## src/hw/rtl/ehc_pkg.sv

```systemverilog
`default_nettype none

package ehc_pkg;

  localparam int CNT_W_DEFAULT = 32;
  localparam int OUT_CNT_W     = 32;

  // Only bytes up to 87 are captured, so a 7-bit saturating position is enough
  localparam int POS_W = 7;

  localparam logic [POS_W-1:0] POS_ETH_HI   = 7'd12;
  localparam logic [POS_W-1:0] POS_ETH_LO   = 7'd13;
  localparam logic [POS_W-1:0] POS_IHL      = 7'd14;
  localparam logic [POS_W-1:0] POS_ARP_HI   = 7'd20;
  localparam logic [POS_W-1:0] POS_ARP_LO   = 7'd21;
  localparam logic [POS_W-1:0] POS_PROTO    = 7'd23;
  localparam logic [POS_W-1:0] L4_BASE      = 7'd14;
  localparam logic [POS_W-1:0] OFS_CODE     = 7'd1;
  localparam logic [POS_W-1:0] OFS_TCP_FLAG = 7'd13;

  localparam logic [15:0] ETH_MIN_TYPE = 16'h0600;
  localparam logic [15:0] ETYPE_IPV4   = 16'h0800;
  localparam logic [15:0] ETYPE_ARP    = 16'h0806;
  localparam logic [15:0] ETYPE_IPV6   = 16'h86DD;

  localparam logic [7:0] IP_PROTO_ICMP = 8'd1;
  localparam logic [7:0] IP_PROTO_TCP  = 8'd6;
  localparam logic [7:0] IP_PROTO_UDP  = 8'd17;

  localparam logic [15:0] ARP_OP_REQUEST = 16'd1;
  localparam logic [15:0] ARP_OP_REPLY   = 16'd2;

  localparam logic [3:0] IHL_MASK      = 4'hF;
  localparam logic [5:0] TCP_FLAG_MASK = 6'h3F;

  typedef enum logic [2:0] {
    EK_LENGTH = 3'd0,
    EK_IPV4   = 3'd1,
    EK_ARP    = 3'd2,
    EK_IPV6   = 3'd3,
    EK_OTHER  = 3'd4,
    EK_TRUNC  = 3'd5
  } ether_kind_t;

  typedef enum logic [2:0] {
    L4_NONE  = 3'd0,
    L4_ICMP  = 3'd1,
    L4_TCP   = 3'd2,
    L4_UDP   = 3'd3,
    L4_OTHER = 3'd4
  } l4_kind_t;

  typedef enum logic [3:0] {
    IK_ECHO_REPLY = 4'd0,
    IK_ECHO_REQ   = 4'd1,
    IK_TS_REQ     = 4'd2,
    IK_TS_REPLY   = 4'd3,
    IK_UNREACH    = 4'd4,
    IK_TIME_EXC   = 4'd5,
    IK_REDIRECT   = 4'd6,
    IK_UNKNOWN    = 4'd7,
    IK_NOT_ICMP   = 4'd8
  } icmp_kind_t;

  typedef enum logic [1:0] {
    AK_NOT_ARP = 2'd0,
    AK_REQUEST = 2'd1,
    AK_REPLY   = 2'd2,
    AK_OTHER   = 2'd3
  } arp_kind_t;

  // Which header fields a frame actually reached
  typedef struct packed {
    logic ether;
    logic ihl;
    logic proto;
    logic icmp_type;
    logic icmp_code;
    logic arp;
    logic flags;
  } seen_t;

  // Captured header fields of one finished frame
  typedef struct packed {
    logic [15:0] ether_word;
    logic [7:0]  ip_protocol;
    logic [7:0]  icmp_type;
    logic [7:0]  icmp_code;
    logic [15:0] arp_op;
    logic [5:0]  tcp_flags;
    seen_t       seen;
  } frame_t;

endpackage

`default_nettype wire

```

## src/hw/rtl/ehc_capture.sv

```systemverilog
`default_nettype none

module ehc_capture (
  input  wire logic          clk,
  input  wire logic          rst_n,
  input  wire logic          in_valid,
  output logic               in_stall,
  input  wire logic [7:0]    in_frame_byte,
  input  wire logic          in_end_of_frame,
  input  wire logic          sum_take,
  output logic               sum_valid,
  output ehc_pkg::frame_t    sum_frame
);
  import ehc_pkg::*;

  logic [POS_W-1:0] pos_r, pos_nxt;
  logic [3:0]       ihl_r, ihl_nxt;
  frame_t           cur_r, cur_nxt;
  frame_t           upd;
  logic [3:0]       ihl_eff;
  logic [POS_W-1:0] base;
  logic             accept;
  logic             sum_valid_r, sum_valid_nxt;
  frame_t           sum_r, sum_nxt;

  assign in_stall = sum_valid_r && !sum_take;
  assign accept   = in_valid && !in_stall;

  // Fields as they stand once the current byte is folded in
  always_comb begin
    upd     = cur_r;
    ihl_eff = ihl_r;
    if (pos_r == POS_ETH_HI) begin
      upd.ether_word[15:8] = in_frame_byte;
    end
    if (pos_r == POS_ETH_LO) begin
      upd.ether_word[7:0] = in_frame_byte;
      upd.seen.ether      = 1'b1;
    end
    if (pos_r == POS_IHL) begin
      ihl_eff      = in_frame_byte[3:0] & IHL_MASK;
      upd.seen.ihl = 1'b1;
    end
    if (pos_r == POS_PROTO) begin
      upd.ip_protocol = in_frame_byte;
      upd.seen.proto  = 1'b1;
    end
    if (pos_r == POS_ARP_HI) begin
      upd.arp_op[15:8] = in_frame_byte;
    end
    if (pos_r == POS_ARP_LO) begin
      upd.arp_op[7:0] = in_frame_byte;
      upd.seen.arp    = 1'b1;
    end
    base = L4_BASE + {1'b0, ihl_eff, 2'b00};
    if (upd.seen.ihl) begin
      if (pos_r == base) begin
        upd.icmp_type      = in_frame_byte;
        upd.seen.icmp_type = 1'b1;
      end
      if (pos_r == base + OFS_CODE) begin
        upd.icmp_code      = in_frame_byte;
        upd.seen.icmp_code = 1'b1;
      end
      if (pos_r == base + OFS_TCP_FLAG) begin
        upd.tcp_flags  = in_frame_byte[5:0] & TCP_FLAG_MASK;
        upd.seen.flags = 1'b1;
      end
    end
  end

  always_comb begin
    pos_nxt       = pos_r;
    ihl_nxt       = ihl_r;
    cur_nxt       = cur_r;
    sum_nxt       = sum_r;
    sum_valid_nxt = sum_valid_r && !sum_take;
    if (accept) begin
      if (in_end_of_frame) begin
        // hand the frame on and start the next one clean
        sum_nxt       = upd;
        sum_valid_nxt = 1'b1;
        pos_nxt       = '0;
        ihl_nxt       = '0;
        cur_nxt       = '0;
      end else begin
        pos_nxt = (pos_r == {POS_W{1'b1}}) ? pos_r : pos_r + 1'b1;
        ihl_nxt = ihl_eff;
        cur_nxt = upd;
      end
    end
  end

  always_ff @(posedge clk) begin
    if (!rst_n) begin
      pos_r       <= '0;
      ihl_r       <= '0;
      cur_r       <= '0;
      sum_valid_r <= 1'b0;
    end else begin
      pos_r       <= pos_nxt;
      ihl_r       <= ihl_nxt;
      cur_r       <= cur_nxt;
      sum_valid_r <= sum_valid_nxt;
    end
  end

  always_ff @(posedge clk) begin
    sum_r <= sum_nxt;
  end

  assign sum_valid = sum_valid_r;
  assign sum_frame = sum_r;

endmodule

`default_nettype wire

```

## src/hw/rtl/ehc_classify.sv

```systemverilog
`default_nettype none

module ehc_classify #(
  parameter int COUNT_WIDTH = ehc_pkg::CNT_W_DEFAULT
) (
  input  wire logic            clk,
  input  wire logic            rst_n,
  input  wire logic            sum_valid,
  input  wire ehc_pkg::frame_t sum_frame,
  output logic                 sum_take,
  output logic                 out_valid,
  input  wire logic            out_stall,
  output logic [2:0]           out_ether_kind,
  output logic [2:0]           out_l4_kind,
  output logic [3:0]           out_icmp_kind,
  output logic [1:0]           out_arp_op_kind,
  output logic [15:0]          out_type_len,
  output logic [5:0]           out_tcp_flag_bits,
  output logic [31:0]          out_frames_seen,
  output logic [31:0]          out_ipv4_seen,
  output logic [31:0]          out_arp_seen,
  output logic [31:0]          out_icmp_seen,
  output logic [31:0]          out_tcp_seen,
  output logic [31:0]          out_udp_seen
);
  import ehc_pkg::*;

  function automatic icmp_kind_t classify_icmp(input logic [7:0] t, input logic [7:0] c);
    icmp_kind_t k;
    k = IK_UNKNOWN;
    if (t == 8'd0 && c == 8'd0) begin
      k = IK_ECHO_REPLY;
    end else if (t == 8'd8 && c == 8'd0) begin
      k = IK_ECHO_REQ;
    end else if (t == 8'd13 && c == 8'd0) begin
      k = IK_TS_REQ;
    end else if (t == 8'd14 && c == 8'd0) begin
      k = IK_TS_REPLY;
    end else if (t == 8'd3 && c <= 8'd15) begin
      k = IK_UNREACH;
    end else if (t == 8'd11 && c <= 8'd1) begin
      k = IK_TIME_EXC;
    end else if (t == 8'd5 && c <= 8'd3) begin
      k = IK_REDIRECT;
    end
    return k;
  endfunction

  logic out_valid_r, out_valid_nxt;
  logic load;

  logic [COUNT_WIDTH-1:0] frames_r, ipv4_r, arp_r, icmp_r, tcp_r, udp_r;
  logic [COUNT_WIDTH-1:0] frames_nxt, ipv4_nxt, arp_nxt, icmp_nxt, tcp_nxt, udp_nxt;

  ether_kind_t ek;
  l4_kind_t    l4;
  icmp_kind_t  ik;
  arp_kind_t   ak;
  logic [5:0]  flags;
  logic [15:0] tol;

  ether_kind_t ek_r;
  l4_kind_t    l4_r;
  icmp_kind_t  ik_r;
  arp_kind_t   ak_r;
  logic [5:0]  flags_r;
  logic [15:0] tol_r;

  assign sum_take = !out_valid_r || !out_stall;
  assign load     = sum_valid && sum_take;

  always_comb begin
    ek    = EK_TRUNC;
    l4    = L4_NONE;
    ik    = IK_NOT_ICMP;
    ak    = AK_NOT_ARP;
    flags = '0;
    tol   = sum_frame.seen.ether ? sum_frame.ether_word : 16'd0;
    if (sum_frame.seen.ether) begin
      if (sum_frame.ether_word < ETH_MIN_TYPE) begin
        ek = EK_LENGTH;
      end else if (sum_frame.ether_word == ETYPE_IPV4) begin
        ek = EK_IPV4;
      end else if (sum_frame.ether_word == ETYPE_ARP) begin
        ek = EK_ARP;
      end else if (sum_frame.ether_word == ETYPE_IPV6) begin
        ek = EK_IPV6;
      end else begin
        ek = EK_OTHER;
      end
    end
    if (ek == EK_ARP) begin
      if (sum_frame.seen.arp && sum_frame.arp_op == ARP_OP_REQUEST) begin
        ak = AK_REQUEST;
      end else if (sum_frame.seen.arp && sum_frame.arp_op == ARP_OP_REPLY) begin
        ak = AK_REPLY;
      end else begin
        ak = AK_OTHER;
      end
    end
    if (ek == EK_IPV4 && sum_frame.seen.proto) begin
      if (sum_frame.ip_protocol == IP_PROTO_ICMP) begin
        l4 = L4_ICMP;
      end else if (sum_frame.ip_protocol == IP_PROTO_TCP) begin
        l4 = L4_TCP;
      end else if (sum_frame.ip_protocol == IP_PROTO_UDP) begin
        l4 = L4_UDP;
      end else begin
        l4 = L4_OTHER;
      end
    end
    if (l4 == L4_ICMP) begin
      ik = (sum_frame.seen.icmp_type && sum_frame.seen.icmp_code)
           ? classify_icmp(sum_frame.icmp_type, sum_frame.icmp_code) : IK_UNKNOWN;
    end
    if (l4 == L4_TCP && sum_frame.seen.flags) begin
      flags = sum_frame.tcp_flags;
    end
  end

  // Counters include the frame being reported
  always_comb begin
    frames_nxt = frames_r;
    ipv4_nxt   = ipv4_r;
    arp_nxt    = arp_r;
    icmp_nxt   = icmp_r;
    tcp_nxt    = tcp_r;
    udp_nxt    = udp_r;
    if (load) begin
      frames_nxt = frames_r + 1'b1;
      if (ek == EK_IPV4) ipv4_nxt = ipv4_r + 1'b1;
      if (ek == EK_ARP)  arp_nxt  = arp_r + 1'b1;
      if (l4 == L4_ICMP) icmp_nxt = icmp_r + 1'b1;
      if (l4 == L4_TCP)  tcp_nxt  = tcp_r + 1'b1;
      if (l4 == L4_UDP)  udp_nxt  = udp_r + 1'b1;
    end
  end

  always_comb begin
    out_valid_nxt = out_valid_r;
    if (load) begin
      out_valid_nxt = 1'b1;
    end else if (!out_stall) begin
      out_valid_nxt = 1'b0;
    end
  end

  always_ff @(posedge clk) begin
    if (!rst_n) begin
      out_valid_r <= 1'b0;
      frames_r    <= '0;
      ipv4_r      <= '0;
      arp_r       <= '0;
      icmp_r      <= '0;
      tcp_r       <= '0;
      udp_r       <= '0;
    end else begin
      out_valid_r <= out_valid_nxt;
      frames_r    <= frames_nxt;
      ipv4_r      <= ipv4_nxt;
      arp_r       <= arp_nxt;
      icmp_r      <= icmp_nxt;
      tcp_r       <= tcp_nxt;
      udp_r       <= udp_nxt;
    end
  end

  // Hold the result while stalled
  always_ff @(posedge clk) begin
    if (load) begin
      ek_r    <= ek;
      l4_r    <= l4;
      ik_r    <= ik;
      ak_r    <= ak;
      flags_r <= flags;
      tol_r   <= tol;
    end
  end

  assign out_valid          = out_valid_r;
  assign out_ether_kind     = ek_r;
  assign out_l4_kind        = l4_r;
  assign out_icmp_kind      = ik_r;
  assign out_arp_op_kind    = ak_r;
  assign out_type_len       = tol_r;
  assign out_tcp_flag_bits  = flags_r;
  assign out_frames_seen    = OUT_CNT_W'(frames_r);
  assign out_ipv4_seen      = OUT_CNT_W'(ipv4_r);
  assign out_arp_seen       = OUT_CNT_W'(arp_r);
  assign out_icmp_seen      = OUT_CNT_W'(icmp_r);
  assign out_tcp_seen       = OUT_CNT_W'(tcp_r);
  assign out_udp_seen       = OUT_CNT_W'(udp_r);

endmodule

`default_nettype wire

```

## src/hw/rtl/ethernet_ip_header_classifier_top.sv

```systemverilog
`default_nettype none

// Ethernet/IPv4 header classifier. Takes one frame byte per clock, destination
// address first, with in_end_of_frame on the last byte, and returns one result
// per frame: ethertype class, layer-4 class, ICMP kind, ARP operation kind,
// the type/length word, TCP flags and six running frame counters that include
// the frame reported. Byte throughput is one per clock while in_stall is low,
// with no gaps needed between frames. The result is registered in the header
// capture register, then in the classify/result register. in_stall rises only
// when a finished frame summary is held behind a stalled result. Counters are
// COUNT_WIDTH bits wide and wrap; the ports show their low 32 bits.
module ethernet_ip_header_classifier_top #(
  parameter int COUNT_WIDTH = ehc_pkg::CNT_W_DEFAULT
) (
  input  wire logic        clk,
  input  wire logic        rst_n,
  input  wire logic        in_valid,
  output logic             in_stall,
  input  wire logic [7:0]  in_frame_byte,
  input  wire logic        in_end_of_frame,
  output logic             out_valid,
  input  wire logic        out_stall,
  output logic [2:0]       out_ether_kind,
  output logic [2:0]       out_l4_kind,
  output logic [3:0]       out_icmp_kind,
  output logic [1:0]       out_arp_op_kind,
  output logic [15:0]      out_type_len,
  output logic [5:0]       out_tcp_flag_bits,
  output logic [31:0]      out_frames_seen,
  output logic [31:0]      out_ipv4_seen,
  output logic [31:0]      out_arp_seen,
  output logic [31:0]      out_icmp_seen,
  output logic [31:0]      out_tcp_seen,
  output logic [31:0]      out_udp_seen
);
  import ehc_pkg::*;

  logic   sum_valid;
  logic   sum_take;
  frame_t sum_frame;

  ehc_capture u_capture (
    .clk             (clk),
    .rst_n           (rst_n),
    .in_valid        (in_valid),
    .in_stall        (in_stall),
    .in_frame_byte   (in_frame_byte),
    .in_end_of_frame (in_end_of_frame),
    .sum_take        (sum_take),
    .sum_valid       (sum_valid),
    .sum_frame       (sum_frame)
  );

  ehc_classify #(
    .COUNT_WIDTH (COUNT_WIDTH)
  ) u_classify (
    .clk                (clk),
    .rst_n              (rst_n),
    .sum_valid          (sum_valid),
    .sum_frame          (sum_frame),
    .sum_take           (sum_take),
    .out_valid          (out_valid),
    .out_stall          (out_stall),
    .out_ether_kind     (out_ether_kind),
    .out_l4_kind        (out_l4_kind),
    .out_icmp_kind      (out_icmp_kind),
    .out_arp_op_kind    (out_arp_op_kind),
    .out_type_len       (out_type_len),
    .out_tcp_flag_bits  (out_tcp_flag_bits),
    .out_frames_seen    (out_frames_seen),
    .out_ipv4_seen      (out_ipv4_seen),
    .out_arp_seen       (out_arp_seen),
    .out_icmp_seen      (out_icmp_seen),
    .out_tcp_seen       (out_tcp_seen),
    .out_udp_seen       (out_udp_seen)
  );

endmodule

`default_nettype wire
```

## config.mk

```make
export PLATFORM = sky130hd
export DESIGN_NAME = ethernet_ip_header_classifier_top
export DESIGN_NICKNAME = d
export VERILOG_FILES = /design/src/hw/rtl/ehc_pkg.sv /design/src/hw/rtl/ehc_capture.sv /design/src/hw/rtl/ehc_classify.sv /design/src/hw/rtl/ethernet_ip_header_classifier_top.sv
export SDC_FILE = /design/constraint.sdc
export NUM_CORES = 1
export LEC_CHECK = 0
export BUFFER_PORTS_ARGS = -buffer_cell sky130_fd_sc_hd__buf_2
export CORE_UTILIZATION = 45
export DETAILED_ROUTE_END_ITERATION = 10
export PLACE_DENSITY = 0.62
export RECOVER_POWER = 50
export SLEW_MARGIN = 10
export SYNTH_ARGS = -nofsm -noshare
export SYNTH_HDL_FRONTEND = slang
export SYNTH_SLANG_ARGS = --single-unit
```

## constraint.sdc

```tcl
create_clock -name clk -period 8.24 [get_ports clk]
set_input_delay 1.648 -clock clk [delete_from_list [all_inputs] [get_ports clk]]
set_output_delay 1.648 -clock clk [all_outputs]
set_load 0.02 [all_outputs]
```

==> metrics.csv <==
metric;value;unit
status;finished, violations left;
failed_checks;capacitance limit, slew limit;
regToRegSetupSlack;3.40;ns
clk_latency;0.56;ns
area.growth.synth_to_final;15.32;%
synth_nets;1787;
synthCells;1764;
worst-slew-pin-transition;2.675;ns
final_period_minus_worst_setup_slack;5.683;ns
ctsLongestPathBuffers;3;
dp_hpwl;28230;um
finish.net_count;1993;
grt_antenna_before_repair;0;
floorplan.rows;70;
die_x;195.6;um
cts_inserted_buffers;42;
synth.lib_cells_used.distinct;66;
globalRouteMet2Util;35.30;%
grt_pass1_wl;67910;um
post_cts_hold_buffer_count;0;
global_route.peak_usage_layer;met2;
r2r.worst_path.cells;8;
yosys.area_share.xor_xnor;7.220;%
cts_tree;yes;
synth_top_family_by_area;simple AND/OR/NAND/NOR gates;
drt_iter0_drc;801;
worst_setup_start_kind;input port;
first_global_vias;12810;
power.leakage;6.489;nW
die_ht;195.6;um
yosys_register_bits;376;
num_io_pins;241;
switching_power;0.0008468;W
layout-drive-gt1-share;7.535;%
rsz0062_at_grt;no;
vias;13640;
post_drt_via_cell_ratio;5.516;
comb_power_share;2.5;%
syn_area_per_cell;9.558;um2
gpl.final_weighted_congestion;0.8479;
power.share.clock;47.8;%
skew;0.02108;ns
detail_route.drc_violations;0;
data_arrival_time_of_the_worst_path;6.09;ns
cts_setup_buffers;0;
cts.sinks;376;
global_route_usage_over_all_layers;21.92;%
synth_fa_ha_area_share;0.7421;%
synth_edf_count;102;
finalCritPeriodShare;68.97;%
rr_startpoint;u_capture.sum_valid;
pin_count_of_the_biggest_net_entering_global_routing;95;
gr-total-overflow;0;
antenna_diode_instance_count;0;
internal_power;0.003021;W
synth_mux_area_share;4.467;%
postCtsResizedCells;0;
final_hold_viol_count;0;
slew_headroom;-78.34;%
setup_viol_count_final;0;
worstHoldPathType;flip-flop to flip-flop;
syn-cell-area;16860;um2
route.final.wire_length;42510;um
start_util;45.95;%
drt-wirelength-per-cell;17.20;um
synth_seq_area_share;50.70;%
drt_pass1_iterations;5;
sequentialPowerShare;49.6;%
synth_top_flop_cell;sky130_fd_sc_hd__dfxtp_1;
clk_root_buffer_cell;sky130_fd_sc_hd__clkbuf_16;
cts_max_level;2;
ir_drop;0.0001294;V
p_sw_share;21.89;%
worst_setup_hold_path_clk_slew;0.06;ns
powerDensity;198.9;nW/um2
dieArea;38250;um2
post_synth_and_or_nand_nor_area_fraction;24.44;%
grtUsageMet1;30.11;%
synth_compound_gate_area_share;9.209;%
maxCapViolCount;1;
cp-startpoint;out_stall;
asyncSetResetFlopFracSynth;0;%
port_buffers;240;
fin_tns_setup;0;ns
finalMaxSlewViolations;45;
fp.coreArea;36700;um2
ys.warnings.count;0;
worst_setup_path_end_kind;flip-flop;
grt_use_met3;3.420;%
crit_type;input port to flip-flop;
residual_antenna_violating_net_count_after_detailed_routing;0;
fmaxAchievable;176.0;MHz
crit-reg2reg-capture;u_classify.out_icmp_seen[22];
worst-endpoint-required;8.64;ns
timing.critical_path.fanout_max;44;
endpoint;u_classify.out_icmp_seen[22];
timing.hold.ws;0.4668;ns
critical path: stages:
cell                       delay, ns
sky130_fd_sc_hd__clkbuf_1       0.10
sky130_fd_sc_hd__a21boi_0       0.19
sky130_fd_sc_hd__clkbuf_1       1.91
sky130_fd_sc_hd__nand3_1        0.30
sky130_fd_sc_hd__or4_1          0.67
sky130_fd_sc_hd__nor4_1         0.77
sky130_fd_sc_hd__and3_1         0.27
sky130_fd_sc_hd__xnor2_1        0.12
sky130_fd_sc_hd__nor2_1         0.05
placed cells by master, fill, tap and decap left out, types with 48 or more instances in the layout:
cell	count
sky130_fd_sc_hd__dfxtp_1	274
sky130_fd_sc_hd__clkbuf_1	243
sky130_fd_sc_hd__nor2_1	175
sky130_fd_sc_hd__nand2_1	138
sky130_fd_sc_hd__edfxtp_1	102
sky130_fd_sc_hd__nand3_1	91
sky130_fd_sc_hd__xnor2_1	83
sky130_fd_sc_hd__o21ai_0	76
sky130_fd_sc_hd__a21oi_1	69
sky130_fd_sc_hd__or3_1	59
sky130_fd_sc_hd__xor2_1	56
sky130_fd_sc_hd__inv_1	50
sky130_fd_sc_hd__a22oi_1	48
cell families after synthesis:
logic type,after synthesis
mux,68
simple gates,779
fa+ha+maj,10
xor+xnor,139
buf+inv,139
flops,376
compound gates,253
cell usage after synthesis, types with 3 or more instances:
| library cell | instances | share of area [%] |
|---|---|---|
| sky130_fd_sc_hd__nor2_1 | 176 | 3.9 |
| sky130_fd_sc_hd__mux2_2 | 58 | 3.9 |
| sky130_fd_sc_hd__a22oi_1 | 48 | 2.1 |
| sky130_fd_sc_hd__nand3b_1 | 4 | 0.18 |
| sky130_fd_sc_hd__or2_2 | 6 | 0.22 |
| sky130_fd_sc_hd__nand2b_1 | 5 | 0.19 |
| sky130_fd_sc_hd__buf_2 | 11 | 0.33 |
| sky130_fd_sc_hd__o211ai_1 | 3 | 0.13 |
| sky130_fd_sc_hd__inv_1 | 51 | 1.1 |
| sky130_fd_sc_hd__nor4_1 | 20 | 0.74 |
| sky130_fd_sc_hd__nor4_2 | 3 | 0.22 |
| sky130_fd_sc_hd__or3_1 | 59 | 2.2 |
| sky130_fd_sc_hd__edfxtp_1 | 102 | 18 |
| sky130_fd_sc_hd__xor2_1 | 56 | 2.9 |
| sky130_fd_sc_hd__nand4b_1 | 4 | 0.21 |
| sky130_fd_sc_hd__a21oi_1 | 69 | 2.0 |
| sky130_fd_sc_hd__nor2b_1 | 44 | 1.6 |
| sky130_fd_sc_hd__nand3_1 | 91 | 2.7 |
| sky130_fd_sc_hd__and4_1 | 20 | 1.0 |
| sky130_fd_sc_hd__nand2_1 | 139 | 3.1 |
| sky130_fd_sc_hd__o221ai_1 | 18 | 0.93 |
| sky130_fd_sc_hd__nor3_1 | 39 | 1.2 |
| sky130_fd_sc_hd__and2_1 | 60 | 2.2 |
| sky130_fd_sc_hd__a31oi_1 | 15 | 0.56 |
| sky130_fd_sc_hd__and3_1 | 29 | 1.1 |
| sky130_fd_sc_hd__nor4b_1 | 5 | 0.26 |
| sky130_fd_sc_hd__clkbuf_1 | 74 | 1.6 |
| sky130_fd_sc_hd__or4_1 | 11 | 0.49 |
| sky130_fd_sc_hd__xnor2_1 | 83 | 4.3 |
| sky130_fd_sc_hd__nor3b_1 | 4 | 0.18 |
| sky130_fd_sc_hd__dfxtp_1 | 274 | 33 |
| sky130_fd_sc_hd__nand4_1 | 43 | 1.6 |
| sky130_fd_sc_hd__o31ai_1 | 7 | 0.31 |
| sky130_fd_sc_hd__ha_1 | 10 | 0.74 |
| sky130_fd_sc_hd__o21ai_0 | 76 | 2.3 |
| sky130_fd_sc_hd__mux2i_1 | 10 | 0.59 |
state kept, by name, indices dropped and copies added (netlist names):
| name | cells |
|---|---|
| u_capture.cur_r | 69 |
| u_capture.ihl_r | 4 |
| u_capture.pos_r | 7 |
| u_capture.sum_frame | 68 |
| u_capture.sum_valid | 1 |
| u_classify.out_arp_op_kind | 2 |
| u_classify.out_arp_seen | 32 |
| u_classify.out_ether_kind | 3 |
| u_classify.out_frames_seen | 32 |
| u_classify.out_icmp_kind | 4 |
| u_classify.out_icmp_seen | 32 |
| u_classify.out_ipv4_seen | 32 |
| u_classify.out_l4_kind | 3 |
| u_classify.out_tcp_flag_bits | 6 |
| u_classify.out_tcp_seen | 32 |
| u_classify.out_type_len | 16 |
| u_classify.out_udp_seen | 32 |
| u_classify.out_valid | 1 |
layout make-up:
class,instances,area [um2]
multi-input cells,1249,7767
flip-flops and latches,376,8548
repair buffers,249,975.9
fillers,3441,17250
well taps,468,585.6
clock inverters,15,146.4
inverters,52,200.2
clock buffers,63,1221
through the flow:
stage / util [%] / cell area (um2) / cells / total power, W / setup WS, ns
detailed placement: 50.15 / 18400 / 2394 / 0.002060 / 3.544
global route: 52.99 / 19440 / 2472 / 0.003988 / 2.017
CTS: 53.88 / 19770 / 2472 / 0.003912 / 4.128
global placement: 50.15 / 18400 / 2394 / 0.002060 / 3.612
finish: 52.99 / 19440 / 2472 / 0.003868 / 2.557
floorplan: - / 16860 / 1764 / 0.002019 / 3.995
worst min path at each step:
stage | depth (start not counted) | startpoint | to | slack [ns]
2_1_floorplan | 2 | u_capture.cur_r[1] | u_capture.cur_r[1] | 0.43
4_1_cts | 2 | u_capture.cur_r[4] | u_capture.cur_r[4] | 0.47
5_1_grt | 2 | u_capture.cur_r[6] | u_capture.cur_r[6] | 0.50
3_3_place_gp | 2 | u_capture.cur_r[6] | u_capture.cur_r[6] | 0.44
3_5_place_dp | 2 | u_capture.cur_r[4] | u_capture.cur_r[4] | 0.45
6_report | 2 | u_capture.cur_r[6] | u_capture.cur_r[6] | 0.47
power by group through the flow:
stage | clock [W] | sequential (W) | combinational [W]
after global routing | 0.00196 | 0.00192 | 0.000106
after global placement | 0 | 0.00196 | 0.000101
after floorplan | 0 | 0.00196 | 0.0000564
after detailed placement | 0 | 0.00196 | 0.000101
final | 0.00185 | 0.00192 | 0.0000980
after CTS | 0.00189 | 0.00192 | 0.000102
metal layers:
metal / up-vias / wire length (um)
met5: - / 0
met4: 0 / 1018
met3: 76 / 2090
met2: 344 / 19560
met1: 6524 / 19840
li1: 6691 / -
Note: power is estimated with default switching activity, not from simulation.
